[src/rtl/dss_pkg.sv]
// Package with types, codes and constants of the drum step sequencer.
`timescale 1ns / 1ps
package dss_pkg;

    localparam int CFG_IDX_W  = 3;
    localparam int CFG_DATA_W = 10;

    // Step period is STEP_DIVIDEND / tempo ticks; the quotient needs DIV_BITS bits.
    localparam int           DIV_BITS      = 14;
    localparam int           DIV_CNT_W     = $clog2(DIV_BITS);
    localparam logic [13:0]  STEP_DIVIDEND = 14'd15000;

    localparam logic [9:0]  REPEAT_LEVEL = 10'd900;
    localparam logic [9:0]  MUTE_LEVEL   = 10'd500;

    localparam logic [8:0]  TEMPO_RESET  = 9'd160;
    localparam logic [15:0] TSS_MAX      = 16'hFFFF;
    localparam logic [9:0]  TSTC_MAX     = 10'h3FF;

    localparam logic [4:0]  RST_TEMPO_STEP  = 5'd5;
    localparam logic [8:0]  RST_TEMPO_MAX   = 9'd300;
    localparam logic [8:0]  RST_TEMPO_MIN   = 9'd40;
    localparam logic [9:0]  RST_REPEAT_MS   = 10'd500;
    localparam logic [6:0]  RST_FILL_CHANCE = 7'd70;
    localparam logic [4:0]  RST_FILL_START  = 5'd28;
    localparam logic [3:0]  RST_PULSE_MS    = 4'd5;

    typedef enum logic [CFG_IDX_W-1:0] {
        CFG_TEMPO_STEP     = 3'd0,
        CFG_TEMPO_MAX      = 3'd1,
        CFG_TEMPO_MIN      = 3'd2,
        CFG_REPEAT_MS      = 3'd3,
        CFG_FILL_CHANCE    = 3'd4,
        CFG_FILL_START     = 3'd5,
        CFG_CLOCK_PULSE_MS = 3'd6
    } t_cfg_idx;

    typedef enum logic [1:0] {
        ST_IDLE,
        ST_DIV,
        ST_WAIT
    } t_state;

    typedef struct packed {
        logic [9:0] ladder_sample;
        logic       shift_held;
        logic [6:0] random_percent;
    } t_in_beat;

    typedef struct packed {
        logic       clock_out;
        logic       drum_trigger;
        logic [8:0] tempo;
        logic [4:0] step_position;
    } t_out_beat;

    typedef struct packed {
        logic load;
        logic div_step;
        logic commit;
    } t_cmd;

    typedef struct packed {
        logic tempo_zero;
    } t_status;

endpackage

[src/rtl/dss_ctrl.sv]
// Controller state machine of the drum step sequencer.
`timescale 1ns / 1ps
module dss_ctrl
    import dss_pkg::*;
(
    input  logic    i_clk,
    input  logic    i_rst_n,
    input  logic    i_in_valid,
    input  logic    i_out_stall,
    input  t_status i_status,
    output t_cmd    o_cmd,
    output logic    o_in_stall,
    output logic    o_out_valid
);

    localparam logic [DIV_CNT_W-1:0] DivLast = DIV_CNT_W'(DIV_BITS - 1);

    t_state               r_state, n_state;
    logic [DIV_CNT_W-1:0] r_cnt, n_cnt;
    logic                 r_out_valid, n_out_valid;

    always_ff @(posedge i_clk) begin
        if (!i_rst_n) begin
            r_state     <= ST_IDLE;
            r_cnt       <= '0;
            r_out_valid <= 1'b0;
        end else begin
            r_state     <= n_state;
            r_cnt       <= n_cnt;
            r_out_valid <= n_out_valid;
        end
    end

    always_comb begin
        n_state     = r_state;
        n_cnt       = r_cnt;
        n_out_valid = r_out_valid && i_out_stall;
        o_cmd       = '0;
        case (r_state)
            ST_IDLE: begin
                if (i_in_valid) begin
                    o_cmd.load = 1'b1;
                    n_cnt      = '0;
                    n_state    = ST_DIV;
                end
            end
            ST_DIV: begin
                o_cmd.div_step = !i_status.tempo_zero;
                if (i_status.tempo_zero || r_cnt == DivLast) begin
                    n_state = ST_WAIT;
                end else begin
                    n_cnt = r_cnt + 1'b1;
                end
            end
            ST_WAIT: begin
                // Commit only when the output register is free this cycle.
                if (!r_out_valid || !i_out_stall) begin
                    o_cmd.commit = 1'b1;
                    n_out_valid  = 1'b1;
                    n_state      = ST_IDLE;
                end
            end
            default: begin
                n_state = ST_IDLE;
            end
        endcase
    end

    assign o_in_stall  = (r_state != ST_IDLE);
    assign o_out_valid = r_out_valid;

endmodule

[src/rtl/dss_dpath.sv]
// Datapath of the drum step sequencer: settings, tick state, divider, output register.
`timescale 1ns / 1ps
module dss_dpath
    import dss_pkg::*;
(
    input  logic                  i_clk,
    input  logic                  i_rst_n,
    input  logic                  i_cfg_we,
    input  logic [CFG_IDX_W-1:0]  i_cfg_idx,
    input  logic [CFG_DATA_W-1:0] i_cfg_data,
    input  t_in_beat              i_in_data,
    input  t_cmd                  i_cmd,
    output t_status               o_status,
    output t_out_beat             o_out_data
);

    // Settings
    logic [4:0] r_tempo_step;
    logic [8:0] r_tempo_max;
    logic [8:0] r_tempo_min;
    logic [9:0] r_repeat_ms;
    logic [6:0] r_fill_chance;
    logic [4:0] r_fill_start;
    logic [3:0] r_pulse_ms;

    // Tick state
    logic [8:0]  r_tempo, n_tempo;
    logic [15:0] r_tss;
    logic [9:0]  r_tstc, n_tstc;
    logic [4:0]  r_step_count;
    logic [3:0]  r_clk_left;

    // Latched beat
    logic       r_rep, r_mute, r_shift;
    logic [6:0] r_rnd;

    // Divider
    logic [8:0]          r_rem;
    logic [DIV_BITS-1:0] r_quo;

    t_out_beat r_out;

    always_ff @(posedge i_clk) begin
        if (!i_rst_n) begin
            r_tempo_step  <= RST_TEMPO_STEP;
            r_tempo_max   <= RST_TEMPO_MAX;
            r_tempo_min   <= RST_TEMPO_MIN;
            r_repeat_ms   <= RST_REPEAT_MS;
            r_fill_chance <= RST_FILL_CHANCE;
            r_fill_start  <= RST_FILL_START;
            r_pulse_ms    <= RST_PULSE_MS;
        end else if (i_cfg_we) begin
            case (t_cfg_idx'(i_cfg_idx))
                CFG_TEMPO_STEP:     r_tempo_step  <= i_cfg_data[4:0];
                CFG_TEMPO_MAX:      r_tempo_max   <= i_cfg_data[8:0];
                CFG_TEMPO_MIN:      r_tempo_min   <= i_cfg_data[8:0];
                CFG_REPEAT_MS:      r_repeat_ms   <= i_cfg_data[9:0];
                CFG_FILL_CHANCE:    r_fill_chance <= i_cfg_data[6:0];
                CFG_FILL_START:     r_fill_start  <= i_cfg_data[4:0];
                CFG_CLOCK_PULSE_MS: r_pulse_ms    <= i_cfg_data[3:0];
                default: begin
                end
            endcase
        end
    end

    // Load: count the tick and apply the tempo buttons.
    logic        in_rep, in_mute, bump;
    logic [15:0] tss_inc;
    logic [9:0]  tstc_inc, up_sum, dn_lim;
    logic [8:0]  up_val, dn_val;

    always_comb begin
        in_rep   = i_in_data.ladder_sample > REPEAT_LEVEL;
        in_mute  = (i_in_data.ladder_sample > MUTE_LEVEL) &&
                   (i_in_data.ladder_sample < REPEAT_LEVEL);
        tss_inc  = (r_tss != TSS_MAX) ? r_tss + 16'd1 : r_tss;
        tstc_inc = (r_tstc != TSTC_MAX) ? r_tstc + 10'd1 : r_tstc;
        bump     = i_in_data.shift_held && (in_rep || in_mute) && (tstc_inc >= r_repeat_ms);
        up_sum   = {1'b0, r_tempo} + {5'b0, r_tempo_step};
        up_val   = (up_sum > {1'b0, r_tempo_max}) ? r_tempo_max : up_sum[8:0];
        dn_lim   = {1'b0, r_tempo_min} + {5'b0, r_tempo_step};
        dn_val   = ({1'b0, r_tempo} < dn_lim) ? r_tempo_min : r_tempo - {4'b0, r_tempo_step};
        n_tempo  = bump ? (in_mute ? up_val : dn_val) : r_tempo;
        if (!i_in_data.shift_held) begin
            n_tstc = tstc_inc;
        end else if (in_rep || in_mute) begin
            n_tstc = bump ? '0 : tstc_inc;
        end else begin
            n_tstc = TSTC_MAX;
        end
    end

    // One restoring division step per cycle.
    logic [9:0] div_trial, div_diff;
    logic       div_ge;

    always_comb begin
        div_trial = {r_rem, r_quo[DIV_BITS-1]};
        div_ge    = div_trial >= {1'b0, r_tempo};
        div_diff  = div_trial - {1'b0, r_tempo};
    end

    // Commit: step check, trigger rule and clock pulse.
    logic       step_fire, is_rep, is_mute, hit, clk_lvl;
    logic [1:0] in_bar;
    logic [3:0] clk_cnt;

    always_comb begin
        step_fire = (r_tempo != '0) && (r_tss >= {2'b0, r_quo});
        in_bar    = r_step_count[1:0];
        is_rep    = r_rep && !r_shift;
        is_mute   = r_mute && !r_shift;
        if (is_rep) begin
            hit = (in_bar == 2'd0) || (in_bar == 2'd2);
        end else begin
            hit = (in_bar == 2'd0) ||
                  ((r_step_count > r_fill_start) && (r_rnd < r_fill_chance));
        end
        clk_cnt = step_fire ? r_pulse_ms : r_clk_left;
        clk_lvl = clk_cnt != '0;
    end

    always_ff @(posedge i_clk) begin
        if (!i_rst_n) begin
            r_tempo      <= TEMPO_RESET;
            r_tss        <= TSS_MAX;
            r_tstc       <= TSTC_MAX;
            r_step_count <= '0;
            r_clk_left   <= '0;
        end else if (i_cmd.load) begin
            r_tempo <= n_tempo;
            r_tss   <= tss_inc;
            r_tstc  <= n_tstc;
        end else if (i_cmd.commit) begin
            if (step_fire) begin
                r_tss        <= '0;
                r_step_count <= r_step_count + 5'd1;
            end
            r_clk_left <= clk_lvl ? clk_cnt - 4'd1 : clk_cnt;
        end
    end

    always_ff @(posedge i_clk) begin
        if (i_cmd.load) begin
            r_rep   <= in_rep;
            r_mute  <= in_mute;
            r_shift <= i_in_data.shift_held;
            r_rnd   <= i_in_data.random_percent;
            r_rem   <= '0;
            r_quo   <= STEP_DIVIDEND;
        end else if (i_cmd.div_step) begin
            r_rem <= div_ge ? div_diff[8:0] : div_trial[8:0];
            r_quo <= {r_quo[DIV_BITS-2:0], div_ge};
        end
        if (i_cmd.commit) begin
            r_out.clock_out     <= clk_lvl;
            r_out.drum_trigger  <= step_fire && hit && !is_mute;
            r_out.tempo         <= r_tempo;
            r_out.step_position <= r_step_count;
        end
    end

    assign o_status.tempo_zero = (r_tempo == '0);
    assign o_out_data          = r_out;

endmodule

[src/rtl/drum_step_sequencer_core.sv]
// Top level of the drum step sequencer: one millisecond tick in, one status beat out.
`timescale 1ns / 1ps
// Usage
// Each input beat on i_in_valid / o_in_stall is one millisecond tick carrying the
// button-ladder sample, the shift flag and a random percent. Every accepted tick
// yields exactly one output beat on o_out_valid / i_out_stall with the clock level,
// the drum trigger, the current tempo and the step position.
// When a tick is accepted, the tick counters and the tempo buttons are applied. The
// step period 15000 / tempo is then found by a restoring divider that retires one
// quotient bit per cycle, and the commit state then commits the step and loads the
// output register. The block takes no new tick until the last one is committed. With
// a tempo of zero the divider is skipped.
// The output register lets the next tick be accepted while a result waits. If the
// receiver stalls, the next result waits in the commit state, and input beats are
// held off until it can be written.
// Reset is synchronous and active low; it restores all settings to their defaults,
// sets the tempo to 160 and arms the first step to fire on the first tick. Settings are
// to be written via i_cfg_we / i_cfg_idx / i_cfg_data only while idle; not enforced.
module drum_step_sequencer_core
    import dss_pkg::*;
(
    input  logic                  i_clk,
    input  logic                  i_rst_n,
    input  logic                  i_cfg_we,
    input  logic [CFG_IDX_W-1:0]  i_cfg_idx,
    input  logic [CFG_DATA_W-1:0] i_cfg_data,
    input  logic                  i_in_valid,
    output logic                  o_in_stall,
    input  t_in_beat              i_in_data,
    output logic                  o_out_valid,
    input  logic                  i_out_stall,
    output t_out_beat             o_out_data
);

    // Command and status between the sequencer control and the datapath.
    t_cmd    cmd;
    t_status status;

    dss_ctrl u_ctrl (
        .i_clk       (i_clk),
        .i_rst_n     (i_rst_n),
        .i_in_valid  (i_in_valid),
        .i_out_stall (i_out_stall),
        .i_status    (status),
        .o_cmd       (cmd),
        .o_in_stall  (o_in_stall),
        .o_out_valid (o_out_valid)
    );

    // The datapath holds the settings, tempo, counters, divider and output register.
    dss_dpath u_dpath (
        .i_clk      (i_clk),
        .i_rst_n    (i_rst_n),
        .i_cfg_we   (i_cfg_we),
        .i_cfg_idx  (i_cfg_idx),
        .i_cfg_data (i_cfg_data),
        .i_in_data  (i_in_data),
        .i_cmd      (cmd),
        .o_status   (status),
        .o_out_data (o_out_data)
    );

endmodule

[config.mk]
export PLATFORM = sky130hd
export DESIGN_NAME = drum_step_sequencer_core
export DESIGN_NICKNAME = d
export VERILOG_FILES = /design/src/rtl/dss_pkg.sv /design/src/rtl/dss_ctrl.sv /design/src/rtl/dss_dpath.sv /design/src/rtl/drum_step_sequencer_core.sv
export SDC_FILE = /design/constraint.sdc
export NUM_CORES = 1
export LEC_CHECK = 0
export BUFFER_PORTS_ARGS = -buffer_cell sky130_fd_sc_hd__buf_2
export CORE_MARGIN = 3
export CORE_UTILIZATION = 25
export CTS_CLUSTER_SIZE = 30
export DETAILED_ROUTE_END_ITERATION = 16
export GPL_TIMING_DRIVEN = 0
export SYNTH_ARGS = -nofsm -noshare
export SYNTH_HDL_FRONTEND = slang
export SYNTH_SLANG_ARGS = --single-unit
[constraint.sdc]
create_clock -name i_clk -period 4.1 [get_ports i_clk]
set_clock_uncertainty 0.2 [all_clocks]
set_input_delay 0.205 -clock i_clk [delete_from_list [all_inputs] [get_ports i_clk]]
set_output_delay 0.205 -clock i_clk [all_outputs]
set_load 0.05 [all_outputs]
# Yosys cells after proc, flatten, opt, wreduce, memory -nomap -nowiden
# Cells that the tools add are included.
# totals
regBits	149
input_bits	36
out_inout_bits	18
elab_cells	134
# op_classes
addsub	9
order_cmp	10
eq_ne	17
n_mux	29
n_bitwise	1
n_reduce_logical	43
# ops
cell	n
$mux 16	4
$mux 10	4
$mux 9	4
$add 9x5->10	2
$reduce_and 2->1	9
$add 16x1->16 const B	1
$ge 16x14->1	1
$mux 4	4
$ne 16x16->1 const B	1
$reduce_and 3->1	4
$add 10x1->10 const B	1
$ge 10x10->1	1
$ge 10x9->1	1
$gt 10x10->1 const B	1
$gt 10x9->1	1
$gt 10x9->1 const B	1
$logic_and 1x1->1	10
$lt 10x10->1 const B	1
$lt 9x10->1	1
$ne 10x10->1 const B	1
$eq 3x3->1 const B	3
$logic_not 9->1	1
$reduce_bool 9->1	1
$sub 9x5->9	1
24 further kinds	50

# Depth between registers and ports, before layout
# depth
word_depth	8
depth_mapped	17
depth_no_buf	17

# Cells and area by module
# Synthesis repeated with hierarchy kept, for this count alone.
# hier_totals
hier_cells	1019
hier_area_um2	8906.0
# by_module_without_submodules
mod	n_inst	cells_per_inst	area_per_inst_um2	seq_area_each_um2
dss_dpath	1	977	8546.9	3103.0
dss_ctrl	1	42	359.1	140.1

# Worst setup path after synthesis
# Ideal clock, no wire load.
# synth_timing
kind	register to register
from	reg u_dpath.r_tempo_step[1]
to	reg u_dpath.r_tempo[8]
setup_ps	134
arrival_time_ps	3434
required_ps	3766
path_slack_ps	332
stages_incl_launch_ff	16
n_path_buf	0
period_less_slack_ps	3768
cell_sequence	dfxtp_1 -> inv_1 -> ha_1 -> nand2b_1 -> a221oi_1 -> o21bai_1 -> a21oi_1 -> xnor2_1 -> ha_1 -> and3_1 -> o21a_1 -> o211a_4 -> nor3_4 -> mux2_1 -> a221oi_1 -> a211oi_1
# synth_via
elab_chain_len	4
elab_cells_between_ends	8
classes_between	add/sub (3); order compare (2); mux (3)
# synth_rtl
item	line	rtl
from (decl)	dss_dpath.sv:18	logic [4:0] r_tempo_step;
from (signal assigned)	dss_dpath.sv:54	CFG_TEMPO_STEP: r_tempo_step <= i_cfg_data[4:0];
$add 9x5->10, on equally long branches	dss_dpath.sv:82, dss_dpath.sv:80	
$lt 9x10->1 / $gt 10x9->1 (equally long branches)	dss_dpath.sv:83, dss_dpath.sv:81	
$mux 9, on equally long branches	dss_dpath.sv:83, dss_dpath.sv:81	
$mux 9 *	dss_dpath.sv:84	n_tempo = bump ? (in_mute ? up_val : dn_val) : r_tempo;
to (signal assigned)	dss_dpath.sv:132	r_tempo <= n_tempo;
to (decl)	dss_dpath.sv:27	logic [8:0] r_tempo, n_tempo;
# Mark *: on every way between the ends. The rest lies on a longest branch, timed or not.
# A chain may end at the register's enable or synchronous reset.

# Final worst setup path
# layout_timing
from	reg u_dpath.r_tempo_step[2]
to	reg u_dpath.r_tempo[8]
# The elaborated chain is that of the path after synthesis.

==> impl_summary.txt <==
----------------------------------------------------
[Run status]
  Outcome ... complete, no violations

[Pwr]
  Switching Share ... 0.3487
  Combinational fraction of design power ... 0.327
  Total internal power ... 3.295 mW
  Sequential cell fraction of total power ... 0.360
  Net Sw Power ... 1.764 mW
  Leakage power ... 4.549 nW
  Worst-case vdd ir drop ... 273.7 uV
  Total design power ... 5.059 mW
  Power per unit of standard cell area ... 474.7 nW/um^2
  Part of the total power dissipated in the clock network ... 0.313

[Floorplanning]
  Core area ... 34,970 sq um
  Floorplan die height ... 195.3 um
  IO Pins ... 54
  Die outline area ... 38,140 sq um
  Die boundary width ... 195.3 um
  Floorplan row count ... 68
  Starting Density ... 0.2562

[Layout]
  Number of nets at the end of the flow ... 1,249
  Layout Area Growth over Synthesis ... 18.97%
  Final antenna diode count ... 0
  Number of inserted filler cells in the final layout ... 3,661
  Fraction of layout cells with a size suffix above 1 ... 0.1178

[GRT]
  All-Layer GR Usage ... 0.1237
  Number of antenna violations at the first check in global routing ... 0
  Grt total ovfl ... 0
  First-pass GRT wire length ... 38,600 um
  Pin count of the biggest net entering global routing ... 26
  Vias in the first global route ... 7,454

[Clocking]
  Clock tree from TritonCTS ... built
  Clock Latency Late Sink ... 0.43 ns
  Clk pin slew, worst setup/hold paths ... 0.06 ns
  Maximum clock path buffer count ... 2
  TritonCTS buffer count ... 17
  Root Driver ... sky130_fd_sc_hd__clkbuf_16
  Total number of H-tree levels ... 4
  Sink Count ... 149

[Routing]
  Number of vias per cell after detailed routing ... 4.836
  Drt drc ... 0
  Number of antenna-violating nets in the routed design ... 0
  Number of optimization iterations in the first detailed-route pass ... 8
  Avg WL per Cell ... 14.86 um
  Vias post-DR ... 7,703
  Aggregate routed wire length ... 23,670 um
  First DRT Iteration DRCs ... 445

[Critical path]
  Biggest cell delay along the critical path ... 0.39 ns
  CP Launch Type ... flop
  Kind of critical path ... flop to flop
  Critical path, cell by cell ... inv_1, ha_1, buf_2, nand2b_1, a221oi_2, o2111ai_1, xnor2_2, ha_1, and3_1, o21a_1, o211a_4, nor3_4, mux2_1, a221oi_1, a211oi_1
  Critical Path Fanout Max ... 8
  Kind of cell adding the most delay to the critical path ... compound AO/OA/AOI/OAI gates
  Slowest cell on crit path ... sky130_fd_sc_hd__mux2_1
  Required arrival time at the worst endpoint ... 4.19 ns
  Count of buffer and inverter cells on the critical path ... 2
  Data arrival, critical path ... 4.01 ns
  Kind of end point of the critical path ... flop
  Most prevalent standard cell on the critical path ... sky130_fd_sc_hd__ha_1

[Synthesis]
  Number of synthesized register bits ... 149
  Post-Synthesis Mean Instance Area ... 8.689 sq um
  Post-synthesis instance total ... 1,031
  Library cell with the largest summed area after synthesis ... sky130_fd_sc_hd__dfxtp_1
  Primary flip-flop cell chosen by synthesis mapping ... sky130_fd_sc_hd__dfxtp_1
  Yosys cell types ... 69
  Top cells by area in the synthesized netlist ... sky130_fd_sc_hd__dfxtp_1 (27%), sky130_fd_sc_hd__ha_1 (12%), sky130_fd_sc_hd__edfxtp_1 (8.7%), sky130_fd_sc_hd__nand2_1 (5.0%), sky130_fd_sc_hd__a21oi_1 (4.6%)
  Share of flip-flops with an asynchronous set or reset ... 0
  Top-area cell type share of the netlist area ... 0.2749
  Count of warnings emitted by yosys ... 0
  Number of enable-type register cells in the synthesized netlist ... 26
  Total nets after synthesis ... 1,155
  Netlist Area Pre-Place ... 8959 sq um
  Sequential share of the synthesized area ... 0.3620

[Timing]
  Final worst hold slack ... 0.01518 ns
  Actual transition at the worst max-transition pin ... 1.186 ns
  Count of final setup violators ... 0
  Max-slew violation count ... 0
  Maximum frequency from static timing analysis ... 0.2548 GHz
  Number of hold-slack violations in the final timing report ... 0
  RSZ-0062 raised after global routing ... false
  Crit path time final ... 3.925 ns
  Worst-case headroom to the max-slew limit ... 0.2093
  Final cycle utilization of the critical path ... 0.9572

[Place]
  Placer's final routability congestion estimate ... 0.8451
  Dpl hpwl ... 17,720 um
  Buffers added on ports ... 52

[Min path]
  Worst hold path class ... input port to flop

[Flow run]
  Max-cap violations ... 0

----------------------------------------------------
==> cell type report <==
| cell class | count | area [sq um] | area share |
|---|---|---|---|
| flip-flops and latches | 149 | 3256 | 0.3055 |
| multi-input cells | 766 | 5308 | 0.4980 |
| clock inverters | 13 | 151.4 | 0.01421 |
| plain buffers | 38 | 158.9 | 0.01491 |
| repair buffers | 76 | 493.0 | 0.04626 |
| inverters | 77 | 289.0 | 0.02712 |
| clock buffers | 19 | 432.9 | 0.04062 |
| well taps | 455 | 569.3 | 0.05342 |
==> state kept, by name (all words and copies together), names as in the netlist, 10 cells and up <==
| signal | cells |
|---|---|
| u_dpath.o_out_data | 16 |
| u_dpath.r_quo | 14 |
| u_dpath.r_repeat_ms | 10 |
| u_dpath.r_tss | 16 |
| u_dpath.r_tstc | 10 |
==> worst register-to-register path, delay by kind of cell (launching register included) <==
kind            cells  cell delay, ns
simple gates        3            0.65
buf+inv             2            0.22
flops               1            0.37
compound gates      6            1.16
mux                 1            0.39
xor+xnor            1            0.25
fa+ha+maj           2            0.54
==> final timing paths <==
path / start / endpoint / slack (ns) / depth (start not counted)
max: u_dpath.r_tempo_step[2]$_SDFFE_PN1P_ / u_dpath.r_tempo[8]$_SDFFE_PN0P_ / 0.18 / 15
max reg2reg: u_dpath.r_tempo_step[2]$_SDFFE_PN1P_ / u_dpath.r_tempo[8]$_SDFFE_PN0P_ / 0.18 / 15
min reg2reg: u_dpath.r_repeat_ms[3]$_SDFFE_PN0P_ / u_dpath.r_repeat_ms[3]$_SDFFE_PN0P_ / 0.26 / 2
min: i_in_data[15] / u_dpath.r_rep$_DFFE_PP_ / 0.02 / 3
==> cell usage after synthesis, types with 24 or more instances <==
| cell | n |
|---|---|
| sky130_fd_sc_hd__dfxtp_1 | 123 |
| sky130_fd_sc_hd__nand2_1 | 120 |
| sky130_fd_sc_hd__a21oi_1 | 83 |
| sky130_fd_sc_hd__clkbuf_1 | 27 |
| sky130_fd_sc_hd__nor2_1 | 65 |
| sky130_fd_sc_hd__nand3_1 | 31 |
| sky130_fd_sc_hd__mux2i_1 | 38 |
| sky130_fd_sc_hd__o21ai_0 | 55 |
| sky130_fd_sc_hd__inv_1 | 76 |
| sky130_fd_sc_hd__edfxtp_1 | 26 |
| sky130_fd_sc_hd__ha_1 | 84 |
| sky130_fd_sc_hd__xnor2_1 | 24 |
==> layer usage <==
layer,routed length [um],vias up,share of wire,global-route usage
met5,0,-,0,0
met4,311,0,0.013,0.02905
met3,898,26,0.038,0.02157
met2,11120,128,0.47,0.2066
met1,11340,3698,0.48,0.1669
li1,-,3851,-,-
==> power groups by stage <==
| stage | Clock [mW] | Combinational [mW] | Sequential, mW |
|---|---|---|---|
| after global routing | 1.66 | 1.88 | 1.84 |
| final | 1.58 | 1.66 | 1.82 |
| after global placement | 0 | 1.57 | 1.84 |
| after floorplan | 0 | 1.25 | 1.82 |
| after detailed placement | 0 | 1.60 | 1.85 |
| after CTS | 1.60 | 1.64 | 1.82 |
==> cells by family (layout without fill, tap and decap cells) <==
kind of cell    Yosys count  in the layout  share of synthesized area
mux                      46             46                    0.05251
buf+inv                 116            223                    0.05014
compound gates          254            254                     0.1832
flops                   149            149                     0.3620
xor+xnor                 46             46                    0.04497
simple gates            332            332                     0.1809
fa+ha+maj                88             88                     0.1263
==> cells in the final DEF, fill, tap and decap left out, drive strengths merged, types with 8 or more instances in the layout <==
| cell | netlist | routed |
|---|---|---|
| o211ai | 23 | 23 |
| nor3 | 17 | 17 |
| ha | 84 | 84 |
| buf | 12 | 67 |
| inv | 77 | 80 |
| xor2 | 22 | 22 |
| o21ai | 55 | 55 |
| nand4 | 12 | 12 |
| nand2 | 120 | 120 |
| dlygate4sd3 | 0 | 21 |
| or3 | 9 | 9 |
| xnor2 | 24 | 24 |
| a21oi | 83 | 83 |
| nand2b | 23 | 23 |
| and3 | 13 | 13 |
| mux2 | 8 | 8 |
| o21a | 14 | 14 |
| edfxtp | 26 | 26 |
| clkbuf | 27 | 45 |
| mux2i | 38 | 38 |
| dfxtp | 123 | 123 |
| nor2b | 14 | 14 |
| nor2 | 65 | 65 |
| nand3 | 31 | 31 |
| a21o | 21 | 21 |
==> per-stage QoR <==
stage / utilization / TNS, ns / std cells / setup slack, ns / instance area (sq um)
2_1_floorplan: - / 0 / 1031 / 0.3320 / 8959
3_3_place_gp: 0.2799 / -1.071 / 1538 / -0.3172 / 9788
3_5_place_dp: 0.2799 / -0.7965 / 1538 / -0.2892 / 9788
4_1_cts: 0.3032 / 0 / 1593 / 0.006236 / 10600
5_1_grt: 0.3048 / 0 / 1593 / 0.007435 / 10660
6_report: 0.3048 / 0 / 1593 / 0.1754 / 10660
==> timing repair <==
action	CTS	global route
setup buffers	2	1
resized for setup	5	13
hold endpoints to repair	60	0
endpoints found under the setup margin	7	13
gates cloned	0	0
pin swaps	1	1
hold buffers	21	0
Power figures use the tool's default switching activity.
